$ cat src/sv/cct_pkg.sv
package cct_pkg;

    typedef logic [7:0] byte_t;

    // status codes
    localparam logic [2:0] ST_OK         = 3'd0;
    localparam logic [2:0] ST_BAD_NAME   = 3'd1;
    localparam logic [2:0] ST_EMPTY_NAME = 3'd2;
    localparam logic [2:0] ST_BAD_PARAM  = 3'd3;
    localparam logic [2:0] ST_EMPTY_PARAM = 3'd4;
    localparam logic [2:0] ST_TOO_LONG   = 3'd5;

    // call types
    localparam logic [3:0] CT_ERROR = 4'd0;
    localparam logic [3:0] CT_LF    = 4'd1;
    localparam logic [3:0] CT_HELP  = 4'd2;
    localparam logic [3:0] CT_LV    = 4'd3;
    localparam logic [3:0] CT_FUNC  = 4'd4;
    localparam logic [3:0] CT_GET   = 4'd5;
    localparam logic [3:0] CT_SET   = 4'd6;
    localparam logic [3:0] CT_READ  = 4'd7;
    localparam logic [3:0] CT_WRITE = 4'd8;

    // special characters
    localparam byte_t CH_ZERO     = 8'h00;
    localparam byte_t CH_OPEN     = 8'h28;
    localparam byte_t CH_CLOSE    = 8'h29;
    localparam byte_t CH_COMMA    = 8'h2c;
    localparam byte_t CH_QUOTE    = 8'h22;
    localparam byte_t CH_UNDER    = 8'h5f;
    localparam byte_t CH_PRINT_LO = 8'd33;
    localparam byte_t CH_PRINT_HI = 8'd126;

    // keyword table, in match priority order
    localparam int NUM_KW = 7;
    localparam logic [2:0] KW_LEN [NUM_KW] = '{3'd2, 3'd2, 3'd3, 3'd3, 3'd4, 3'd5, 3'd4};
    localparam logic [3:0] KW_TYPE [NUM_KW] = '{CT_LF, CT_LV, CT_GET, CT_SET, CT_READ,
                                                 CT_WRITE, CT_HELP};
    localparam byte_t KW_TEXT [NUM_KW][8] = '{
        '{8'h6c, 8'h66, 8'h00, 8'h00, 8'h00, 8'h00, 8'h00, 8'h00},
        '{8'h6c, 8'h76, 8'h00, 8'h00, 8'h00, 8'h00, 8'h00, 8'h00},
        '{8'h67, 8'h65, 8'h74, 8'h00, 8'h00, 8'h00, 8'h00, 8'h00},
        '{8'h73, 8'h65, 8'h74, 8'h00, 8'h00, 8'h00, 8'h00, 8'h00},
        '{8'h72, 8'h65, 8'h61, 8'h64, 8'h00, 8'h00, 8'h00, 8'h00},
        '{8'h77, 8'h72, 8'h69, 8'h74, 8'h65, 8'h00, 8'h00, 8'h00},
        '{8'h68, 8'h65, 8'h6c, 8'h70, 8'h00, 8'h00, 8'h00, 8'h00}
    };

    localparam logic [5:0] COUNT_MAX = 6'd63;

    typedef struct packed {
        logic is_zero;
        logic is_name;
        logic is_print;
        logic is_open;
        logic is_close;
        logic is_comma;
        logic is_quote;
    } char_class_t;

    // packed first field in the high bits
    typedef struct packed {
        logic        pad;
        logic [3:0]  string_mask;
        logic [27:0] param_ends;
        logic [27:0] param_starts;
        logic [5:0]  param_count;
        logic [5:0]  name_end;
        logic [3:0]  call_type;
        logic [2:0]  status;
    } result_t;

endpackage

$ cat src/sv/command_call_tokenizer.sv
// A summary appears on m_tvalid once the byte that decides it has passed through the
// input register and then the result register.
// Throughput: one byte per cycle; the input register and the result register each
// advance whenever the stage after them is empty or being drained.
// Reset (synchronous, aresetn low) empties both registers and returns the line state
// to the start of a name; a zero byte does the same for the line state at run time.
module command_call_tokenizer #(
    parameter int MAX_PARAMS  = 4,
    parameter int LINE_LENGTH = 64
) (
    input  logic        aclk,
    input  logic        aresetn,
    input  logic        s_tvalid,
    output logic        s_tready,
    input  logic [7:0]  s_tdata,   // [7:0] char_code
    output logic        m_tvalid,
    input  logic        m_tready,
    output logic [79:0] m_tdata    // [2:0] status, [6:3] call_type, [12:7] name_end,
                                   // [18:13] param_count, [46:19] param_starts,
                                   // [74:47] param_ends, [78:75] string_mask, [79] zero
);

    localparam int POS_W = $clog2(LINE_LENGTH);
    localparam int EW    = (POS_W + 1 > 7) ? POS_W + 1 : 7;
    localparam int NSLOT = (MAX_PARAMS < 4) ? MAX_PARAMS : 4;

    typedef enum logic [1:0] {
        PH_NAME,
        PH_PARAM,
        PH_SKIP
    } phase_t;

    // input register
    logic           in_valid_reg;
    cct_pkg::byte_t in_byte_reg;

    // line state
    phase_t                         phase_reg, phase_next;
    logic [POS_W-1:0]               position_reg, position_next;
    logic [POS_W-1:0]               token_start_reg, token_start_next;
    logic [POS_W-1:0]               name_last_reg, name_last_next;
    logic                           prev_quote_reg, prev_quote_next;
    logic [5:0]                     count_reg, count_next;
    logic [MAX_PARAMS-1:0]          flags_reg, flags_next;
    logic [cct_pkg::NUM_KW-1:0]     kw_reg, kw_next;
    logic [6:0]                     start_reg [MAX_PARAMS];
    logic [6:0]                     start_next [MAX_PARAMS];
    logic [6:0]                     end_reg [MAX_PARAMS];
    logic [6:0]                     end_next [MAX_PARAMS];

    // result register
    logic              out_valid_reg;
    cct_pkg::result_t  out_data_reg;

    cct_pkg::char_class_t cls;
    cct_pkg::result_t     res;
    logic                 res_valid;
    logic                 advance;
    logic                 do_err, do_ok, do_record, do_step, do_clear;
    logic [2:0]           err_code;
    logic [3:0]           call_type;
    logic [27:0]          st_packed, en_packed;
    logic [6:0]           rec_start, rec_end;
    logic [EW-1:0]        pos_ext;

    cct_char_class u_class (
        .char_code (in_byte_reg),
        .cls       (cls)
    );

    assign advance  = in_valid_reg && (!out_valid_reg || m_tready);
    assign s_tready = !in_valid_reg || advance;
    assign m_tvalid = out_valid_reg;
    assign m_tdata  = out_data_reg;
    assign pos_ext  = EW'(position_reg);

    // decide what the byte does
    always_comb begin
        do_err    = 1'b0;
        do_ok     = 1'b0;
        do_record = 1'b0;
        do_step   = 1'b0;
        do_clear  = 1'b0;
        err_code  = cct_pkg::ST_OK;
        unique case (phase_reg)
            PH_SKIP: begin
                do_clear = cls.is_zero;
            end
            PH_NAME, PH_PARAM: begin
                priority if (!cls.is_zero && position_reg >= POS_W'(LINE_LENGTH - 1)) begin
                    do_err   = 1'b1;
                    err_code = cct_pkg::ST_TOO_LONG;
                end else if (phase_reg == PH_NAME) begin
                    priority if (cls.is_open) begin
                        if (position_reg == '0) begin
                            do_err   = 1'b1;
                            err_code = cct_pkg::ST_EMPTY_NAME;
                        end else begin
                            do_step = 1'b1;
                        end
                    end else if (cls.is_name) begin
                        do_step = 1'b1;
                    end else begin
                        do_err   = 1'b1;
                        err_code = cct_pkg::ST_BAD_NAME;
                    end
                end else begin
                    priority if (!cls.is_print) begin
                        do_err   = 1'b1;
                        err_code = cct_pkg::ST_BAD_PARAM;
                    end else if (cls.is_close &&
                                 pos_ext == EW'(name_last_reg) + EW'(2)) begin
                        do_ok = 1'b1;
                    end else if (cls.is_comma || cls.is_close) begin
                        if (position_reg == token_start_reg) begin
                            do_err   = 1'b1;
                            err_code = cct_pkg::ST_EMPTY_PARAM;
                        end else begin
                            do_record = 1'b1;
                            do_ok     = cls.is_close;
                            do_step   = cls.is_comma;
                        end
                    end else begin
                        do_step = 1'b1;
                    end
                end
                if (do_err && cls.is_zero) begin
                    do_clear = 1'b1;
                end
            end
            default: begin
                do_clear = 1'b1;
            end
        endcase
    end

    assign rec_start = prev_quote_reg ? 7'(EW'(token_start_reg) + EW'(1))
                                      : 7'(token_start_reg);
    assign rec_end   = prev_quote_reg ? 7'(pos_ext - EW'(2)) : 7'(pos_ext - EW'(1));

    // next line state
    always_comb begin
        phase_next       = phase_reg;
        position_next    = position_reg;
        token_start_next = token_start_reg;
        name_last_next   = name_last_reg;
        prev_quote_next  = prev_quote_reg;
        count_next       = count_reg;
        flags_next       = flags_reg;
        kw_next          = kw_reg;
        for (int i = 0; i < MAX_PARAMS; i++) begin
            start_next[i] = start_reg[i];
            end_next[i]   = end_reg[i];
        end

        if (phase_reg == PH_NAME && do_step) begin
            for (int k = 0; k < cct_pkg::NUM_KW; k++) begin
                if (cls.is_open) begin
                    if (position_reg != POS_W'(cct_pkg::KW_LEN[k])) begin
                        kw_next[k] = 1'b0;
                    end
                end else if (!(position_reg < POS_W'(cct_pkg::KW_LEN[k]) &&
                               cct_pkg::KW_TEXT[k][position_reg[2:0]] == in_byte_reg)) begin
                    kw_next[k] = 1'b0;
                end
            end
            if (cls.is_open) begin
                name_last_next   = position_reg - POS_W'(1);
                token_start_next = position_reg + POS_W'(1);
                phase_next       = PH_PARAM;
            end
        end

        if (do_record) begin
            for (int i = 0; i < MAX_PARAMS; i++) begin
                if (count_reg == 6'(i)) begin
                    start_next[i] = rec_start;
                    end_next[i]   = rec_end;
                    flags_next[i] = prev_quote_reg;
                end
            end
            if (count_reg < cct_pkg::COUNT_MAX) begin
                count_next = count_reg + 6'd1;
            end
        end

        if (phase_reg == PH_PARAM && do_step && cls.is_comma) begin
            token_start_next = position_reg + POS_W'(1);
        end

        if (do_step) begin
            prev_quote_next = cls.is_quote;
            position_next   = position_reg + POS_W'(1);
        end

        if (do_ok || do_err) begin
            phase_next = PH_SKIP;
        end

        if (do_clear) begin
            phase_next       = PH_NAME;
            position_next    = '0;
            token_start_next = '0;
            name_last_next   = '0;
            prev_quote_next  = 1'b0;
            count_next       = '0;
            flags_next       = '0;
            kw_next          = '1;
        end
    end

    // first matching keyword wins
    always_comb begin
        call_type = cct_pkg::CT_FUNC;
        for (int k = cct_pkg::NUM_KW - 1; k >= 0; k--) begin
            if (kw_reg[k]) begin
                call_type = cct_pkg::KW_TYPE[k];
            end
        end
    end

    // pack the slots that hold a recorded parameter
    for (genvar g = 0; g < 4; g++) begin : g_slot
        if (g < NSLOT) begin : g_used
            assign st_packed[7*g +: 7] = (count_next > 6'(g)) ? start_next[g] : 7'd0;
            assign en_packed[7*g +: 7] = (count_next > 6'(g)) ? end_next[g] : 7'd0;
        end else begin : g_unused
            assign st_packed[7*g +: 7] = 7'd0;
            assign en_packed[7*g +: 7] = 7'd0;
        end
    end

    always_comb begin
        res       = '0;
        res_valid = do_ok || do_err;
        if (do_err) begin
            res.status = err_code;
        end else if (do_ok) begin
            res.status       = cct_pkg::ST_OK;
            res.call_type    = call_type;
            res.name_end     = 6'(name_last_reg);
            res.param_count  = count_next;
            res.param_starts = st_packed;
            res.param_ends   = en_packed;
            res.string_mask  = 4'(flags_next[NSLOT-1:0]);
        end
    end

    always_ff @(posedge aclk) begin
        if (!aresetn) begin
            in_valid_reg    <= 1'b0;
            out_valid_reg   <= 1'b0;
            phase_reg       <= PH_NAME;
            position_reg    <= '0;
            token_start_reg <= '0;
            name_last_reg   <= '0;
            prev_quote_reg  <= 1'b0;
            count_reg       <= '0;
            flags_reg       <= '0;
            kw_reg          <= '1;
        end else begin
            if (s_tvalid && s_tready) begin
                in_valid_reg <= 1'b1;
            end else if (advance) begin
                in_valid_reg <= 1'b0;
            end
            if (advance) begin
                out_valid_reg   <= res_valid;
                phase_reg       <= phase_next;
                position_reg    <= position_next;
                token_start_reg <= token_start_next;
                name_last_reg   <= name_last_next;
                prev_quote_reg  <= prev_quote_next;
                count_reg       <= count_next;
                flags_reg       <= flags_next;
                kw_reg          <= kw_next;
            end else if (m_tready) begin
                out_valid_reg <= 1'b0;
            end
        end
    end

    // payload registers
    always_ff @(posedge aclk) begin
        if (s_tvalid && s_tready) begin
            in_byte_reg <= s_tdata;
        end
        if (advance) begin
            for (int i = 0; i < MAX_PARAMS; i++) begin
                start_reg[i] <= start_next[i];
                end_reg[i]   <= end_next[i];
            end
            if (res_valid) begin
                out_data_reg <= res;
            end
        end
    end

    a_new_result_from_stage: assert property (@(posedge aclk) disable iff (!aresetn)
        $rose(out_valid_reg) |-> $past(in_valid_reg))
        else $error("result appeared without a byte in the input register");

    a_param_after_name: assert property (@(posedge aclk) disable iff (!aresetn)
        phase_reg == PH_PARAM |-> EW'(position_reg) >= EW'(name_last_reg) + EW'(2))
        else $error("parameter phase entered before the name ended");

    a_name_clean: assert property (@(posedge aclk) disable iff (!aresetn)
        phase_reg == PH_NAME |-> (count_reg == '0 && flags_reg == '0))
        else $error("parameter state left over while reading a name");

    a_position_bound: assert property (@(posedge aclk) disable iff (!aresetn)
        position_reg <= POS_W'(LINE_LENGTH - 1))
        else $error("position ran past the line length");

    a_result_stalls: assert property (@(posedge aclk) disable iff (!aresetn)
        out_valid_reg && !m_tready |=> out_valid_reg && $stable(out_data_reg))
        else $error("stalled result dropped or changed");

endmodule

$ cat src/sv/cct_char_class.sv
module cct_char_class (
    input  cct_pkg::byte_t       char_code,
    output cct_pkg::char_class_t cls
);

    always_comb begin
        cls.is_zero  = (char_code == cct_pkg::CH_ZERO);
        cls.is_name  = (char_code >= 8'h61 && char_code <= 8'h7a) ||
                       (char_code >= 8'h41 && char_code <= 8'h5a) ||
                       (char_code >= 8'h30 && char_code <= 8'h39) ||
                       (char_code == cct_pkg::CH_UNDER);
        cls.is_print = (char_code >= cct_pkg::CH_PRINT_LO) &&
                       (char_code <= cct_pkg::CH_PRINT_HI);
        cls.is_open  = (char_code == cct_pkg::CH_OPEN);
        cls.is_close = (char_code == cct_pkg::CH_CLOSE);
        cls.is_comma = (char_code == cct_pkg::CH_COMMA);
        cls.is_quote = (char_code == cct_pkg::CH_QUOTE);
    end

endmodule
$ cat config.mk
export PLATFORM = sky130hd
export DESIGN_NAME = command_call_tokenizer
export DESIGN_NICKNAME = d
export VERILOG_FILES = /design/src/sv/cct_pkg.sv /design/src/sv/command_call_tokenizer.sv /design/src/sv/cct_char_class.sv
export SDC_FILE = /design/constraint.sdc
export NUM_CORES = 1
export LEC_CHECK = 0
export BUFFER_PORTS_ARGS = -buffer_cell sky130_fd_sc_hd__buf_2
export CORE_ASPECT_RATIO = 1.2
export CORE_MARGIN = 5
export CORE_UTILIZATION = 40
export DETAILED_ROUTE_END_ITERATION = 10
export PLACE_DENSITY = 0.6
export REMOVE_ABC_BUFFERS = 1
export SETUP_SLACK_MARGIN = 0.2
export SYNTH_ARGS = -nofsm -noshare
export SYNTH_HDL_FRONTEND = slang
export SYNTH_SLANG_ARGS = --single-unit
$ cat constraint.sdc
create_clock -name aclk -period 21.7 [get_ports aclk]
set_input_delay 4.34 -clock aclk [delete_from_list [all_inputs] [get_ports aclk]]
set_output_delay 4.34 -clock aclk [all_outputs]
set_load 0.02 [all_outputs]
# After elaboration in Yosys (flattened, before gate mapping)
# Memory sizes are Yosys's and may differ from the RTL's.
# Index checks and enable logic that the tools add are counted.
# word_totals
register_bits,127
ramBits,56
romBits,448
word_cells,302
n_memories,9
# memory_table
name,words,width,rd,rd_clocked_by_memory_dff,write_ports,line,text
(no name shown),8,8,1,0,0,command_call_tokenizer.sv:163,cct_pkg::KW_TEXT[k][position_reg[2:0]] == in_byte_reg)) begin
(no name shown),8,8,1,0,0,command_call_tokenizer.sv:163,
(no name shown),8,8,1,0,0,command_call_tokenizer.sv:163,
(no name shown),8,8,1,0,0,command_call_tokenizer.sv:163,
(no name shown),8,8,1,0,0,command_call_tokenizer.sv:163,
(no name shown),8,8,1,0,0,command_call_tokenizer.sv:163,
3 more memories,-,-,-,-,-,-,
# op_classes
addsub,7
order_cmp,19
n_eq_ne,34
n_mux,131
n_bitwise,6
n_reduce_logical,63
# ops
cell,count
two-way mux 8 bit,14
two-way mux 7 bit,12
two-way mux 6 bit,12
two-way mux 1 bit,68
== test 8 bit,7
two-way mux 28 bit,2
two-way mux 3 bit,13
"== test 8 x 6 -> 1 bit, second input constant",4
AND reduction 4 bit,7
"<= comparator 8 x 7 -> 1 bit, second input constant",3
"!= test 3 bit, second input constant",7
logical AND 1 bit,19
">= comparator 8 x 6 -> 1 bit, second input constant",2
">= comparator 8 x 7 -> 1 bit, second input constant",2
OR reduction 3 bit,5
"adder 6 x 1 -> 6 bit, second input constant",2
"== test 6 x 2 -> 1 bit, second input constant",2
"greater-than comparator 6 x 1 -> 1 bit, second input constant",2
"greater-than comparator 6 x 2 -> 1 bit, second input constant",2
logical NOT 6 bit,2
"less-than comparator 6 x 2 -> 1 bit, second input constant",2
"less-than comparator 6 x 3 -> 1 bit, second input constant",2
two-way mux 2 bit,6
two-way mux 4 bit,3
32 further kinds,60

# Logic depth before layout (Yosys ltp)
# depth
depth_word,17
ltp_mapped,12

# Modules after synthesis
# From an unflattened synthesis, not the netlist that was laid out.
# unflattened
cells_unflattened,915
area_unflattened_um2,9535.4
# by_module_without_submodules
module,n_inst,cells_each,area_per_inst_um2
command_call_tokenizer,1,888,9371.5
cct_char_class,1,27,163.9

# Worst setup path before layout
# OpenSTA, ideal clock, no wires.
# synth_path
kind,input port to flip-flop
startpoint,input m_tready
endpoint,"register out_data_reg, in the netlist m_tdata[0] (enable)"
setup_time_ns,0.614
t_arrival_ns,10.311
required_ns,21.086
slack_ns,10.776
cell_stages,5
n_path_buf,2
cell_sequence,nor2b_1 nand2b_1 clkbuf_1 buf_1 nor3_1
# synth_via
elab_chain_cells,3
# synth_rtl
item,line,text
start: declaration,command_call_tokenizer.sv:17,"input logic m_tready,"
logical OR 1 bit,command_call_tokenizer.sv:71,assign advance = in_valid_reg && (!out_valid_reg || m_tready);
logical AND 1 bit,command_call_tokenizer.sv:71,
AND reduction 2 bit (no line),-,
end signal: assignment,command_call_tokenizer.sv:294,out_data_reg <= res;
end: declaration,command_call_tokenizer.sv:53,cct_pkg::result_t out_data_reg;
# Every way passes these cells.
# A chain may end at the register's enable or synchronous reset.

# Worst setup path in the final report
# layout_path
startpoint,input m_tready
endpoint,output s_tready
# layout_via
elab_chain_cells,3
# layout_rtl
item,line,text
logical OR 1 bit,command_call_tokenizer.sv:71,
logical AND 1 bit,command_call_tokenizer.sv:71,
logical OR 1 bit,command_call_tokenizer.sv:72,assign s_tready = !in_valid_reg || advance;
end: declaration,command_call_tokenizer.sv:14,"output logic s_tready,"
# Every way passes these cells.

==> parameters.txt <==
Parameter                              Value

Outcome
  Result of the run    complete, no violations

Layout
  Summed area of non-filler cells in the final layout    0.01069 sq mm
  Leading cell type in the layout, fill and taps excluded    nand2_1
  Leading cell types in the layout, fill and taps excluded    nand2_1, edfxtp_1, buf_2
  Post-layout utilization of the core    46.22%
  Largest register FFs    79
  Share of final-layout standard cells stronger than drive strength 1    16.46%
  Layout net count    984
  P&R area growth vs syn    14.26%
  Antenna diode count    0
  Final std cells w/o fill    1281

Routing
  Router iterations before antenna repair    5
  Post-route ant nets    0
  Post-detailed-route via-to-cell ratio    5.302
  Total via count after detailed routing    6792
  Total DRC errors in the routed layout    0
  Average wire per cell in the routed design    17.17 um
  Post-detailed-routing wire length    22000 um
  Detailed router's first-iteration violation count    505

GRT
  Maximum number of pins on one net before global-route repair    65
  First-pass GRT wire length    34760 um
  Total routing resource utilization after global routing    16.64%
  Initial antenna violation count    0
  Number of global-route vias before repair    6295
  GRT overflow    0

Synth
  Synth Flop Type    edfxtp_1
  Seq/Total Area, Yosys    54.47%
  Number of synthesis warnings    0
  Async set-or-reset flop fraction in the synthesized netlist    0%
  Yosys top cell area share    45.91%
  Number of enable-type register cells in the synthesized netlist    143
  Distinct cell type count after synthesis    69
  Post-synthesis area per instance    10.59 sq um
  Netlist Area Pre-Place    0.009354 sq mm
  Gate count after technology mapping    883
  Cell types occupying the most area after synthesis    edfxtp_1, dfxtp_1, nand2_1
  Flip-flop and latch count after synthesis    183
  Cell type with the highest aggregate area in the netlist    edfxtp_1

Die
  Width of the die    149.6 um
  I/O pin count    94
  Die Footprint    0.02656 sq mm
  Standard-cell row count    61
  Die height    177.5 um
  Area of the core    0.02313 sq mm
  Initial Util    40.45%

Timing
  Accumulated negative setup slack    0 ns
  RSZ-0062 raised after global routing    no
  Endpoints failing hold    0
  Achievable frequency    108.3 MHz
  Max_slew headroom    18.22%
  Slew @ Worst Pin    1.225 ns
  Clock skew after layout    0.01268 ns
  Setup Viol. Count Final    0
  Time the final worst path needs with I/O delays and setup    9.233 ns
  Post-route clock period utilization    42.55%
  Slew Limit Fails    0

Worst setup path
  Startpoint class of the critical path    input port
  Worst R2R Setup Slack    17.12 ns
  Critical Path End Type    primary output
  Maximum net fanout on the critical path    4
  Worst endpoint data arrival time    4.89 ns
  Required time reported for the critical path endpoint    17.36 ns
  Critical path class    input port to primary output

Clock tree
  Number of buffers inserted for hold repair after clock tree synthesis    0
  CTS sink count    183
  Clock latency reported for the late side of the worst-skew pair    0.43 ns
  Clock buffer depth    2
  TritonCTS clock tree    done
  Number of buffers inserted to repair setup after CTS    0
  Clock tree root driver cell    clkbuf_16
  Cts repair resizes    0
  H-tree depth    4
  Clock transition at the register clock pins on the worst setup and hold paths after CTS    0.07 ns
  Cts bufs inserted    17

Power and ir drop
  Power Density    68.62 mW/mm^2
  Sequential share of power    53.2%
  Part of the power in combinational logic    5.3%
  Internal power of the cells    549.5 uW
  Switching part of the total    25.07%
  Overall power    733.4 uW
  Share of total power in the clock network    41.5%
  Peak VDD IR    0.05064 mV
  Sw power    183.9 uW
  LEAKAGE    0.003923 uW

Placement
  Post-place instance area    0.01011 sq mm
  PortBufs    92
  Cell count after placement    1249
  GPL Wtd Cong    0.8887
  Post-detailed-placement half-perimeter wirelength    14810 um

Hold path
  Min-delay worst type    flip-flop to flip-flop

Flow run
  MaxCap Viol Count    0
## worst max-delay path: stages
cell	delay (ns)
buf_2	0.09
nor2b_1	0.20
nand2_1	0.10
buf_2	0.16
## routing by layer
metal	vias to the layer above	global-route usage (%)	routed length [um]
li1	3350	-	-
met4	0	4.540	262
met2	172	28.51	11100
met3	17	2.963	873
met5	-	0	0
met1	3253	21.73	9757
## per-stage QoR
step | hold slack, ns | setup WS, ns
after floorplan | 0.4350 | 10.87
after global placement | 0.4463 | 12.49
after detailed placement | 0.4528 | 12.47
after CTS | 0.4620 | 12.47
after global routing | 0.4831 | 12.39
final | 0.4594 | 12.47
## final timing paths
check	startpoint	endpoint	depth (start not counted)
hold reg to reg	flags_reg[1]$_SDFFE_PN0P_	flags_reg[1]$_SDFFE_PN0P_	2
setup reg to reg	in_byte_reg[4]$_DFFE_PP_	m_tdata[66]$_SDFFCE_PP0P_	7
setup / recovery	m_tready	s_tready	4
hold / removal	flags_reg[1]$_SDFFE_PN0P_	flags_reg[1]$_SDFFE_PN0P_	2
## kinds of logic after synthesis
kind of cell	after synthesis	share of synthesized area, %
AO/OA/AOI/OAI	171	13.36
XOR/XNOR	45	4.214
adder cells (fa/ha/maj)	19	2.541
buffers and inverters	82	3.478
flip-flops	183	54.47
multiplexers	26	2.876
other	1	0.04009
AND/OR/NAND/NOR	356	19.02
## layout make-up
cell class	count	area, sq um
repair buffers	105	558.0
clock buffers	17	425.4
fillers	2215	12440
multi-input cells	618	3956
inverters	28	105.1
flip-flops and latches	183	5095
clock inverters	15	153.9
well taps	315	394.1
## cell usage after synthesis, types with 5 or more instances
cell type / number
or2_1: 9
xor2_1: 19
nand4_1: 11
a21oi_1: 47
nor4_1: 6
nand3_1: 27
and3_1: 9
a211oi_1: 35
buf_2: 5
and2_1: 6
nor2_1: 41
edfxtp_1: 143
xnor2_1: 26
dfxtp_1: 40
inv_1: 27
nand2b_1: 44
nand3b_1: 5
nor3b_1: 7
a221oi_1: 9
nand2_1: 145
o21ai_0: 21
clkbuf_1: 42
nor3_1: 12
ha_1: 19
mux2i_1: 22
o2bb2ai_1: 6
nor2b_1: 12
o22ai_1: 6
## power by group through the flow
| stage | logic (uW) | registers [uW] | clock network (uW) |
|---|---|---|---|
| 2_1_floorplan | 19.8 | 404 | 0 |
| 3_3_place_gp | 38.9 | 398 | 0 |
| 3_5_place_dp | 39.4 | 398 | 0 |
| 4_1_cts | 39.5 | 390 | 312 |
| 5_1_grt | 42.6 | 391 | 327 |
| 6_report | 39.1 | 390 | 304 |
Power figures use the tool's default switching activity.
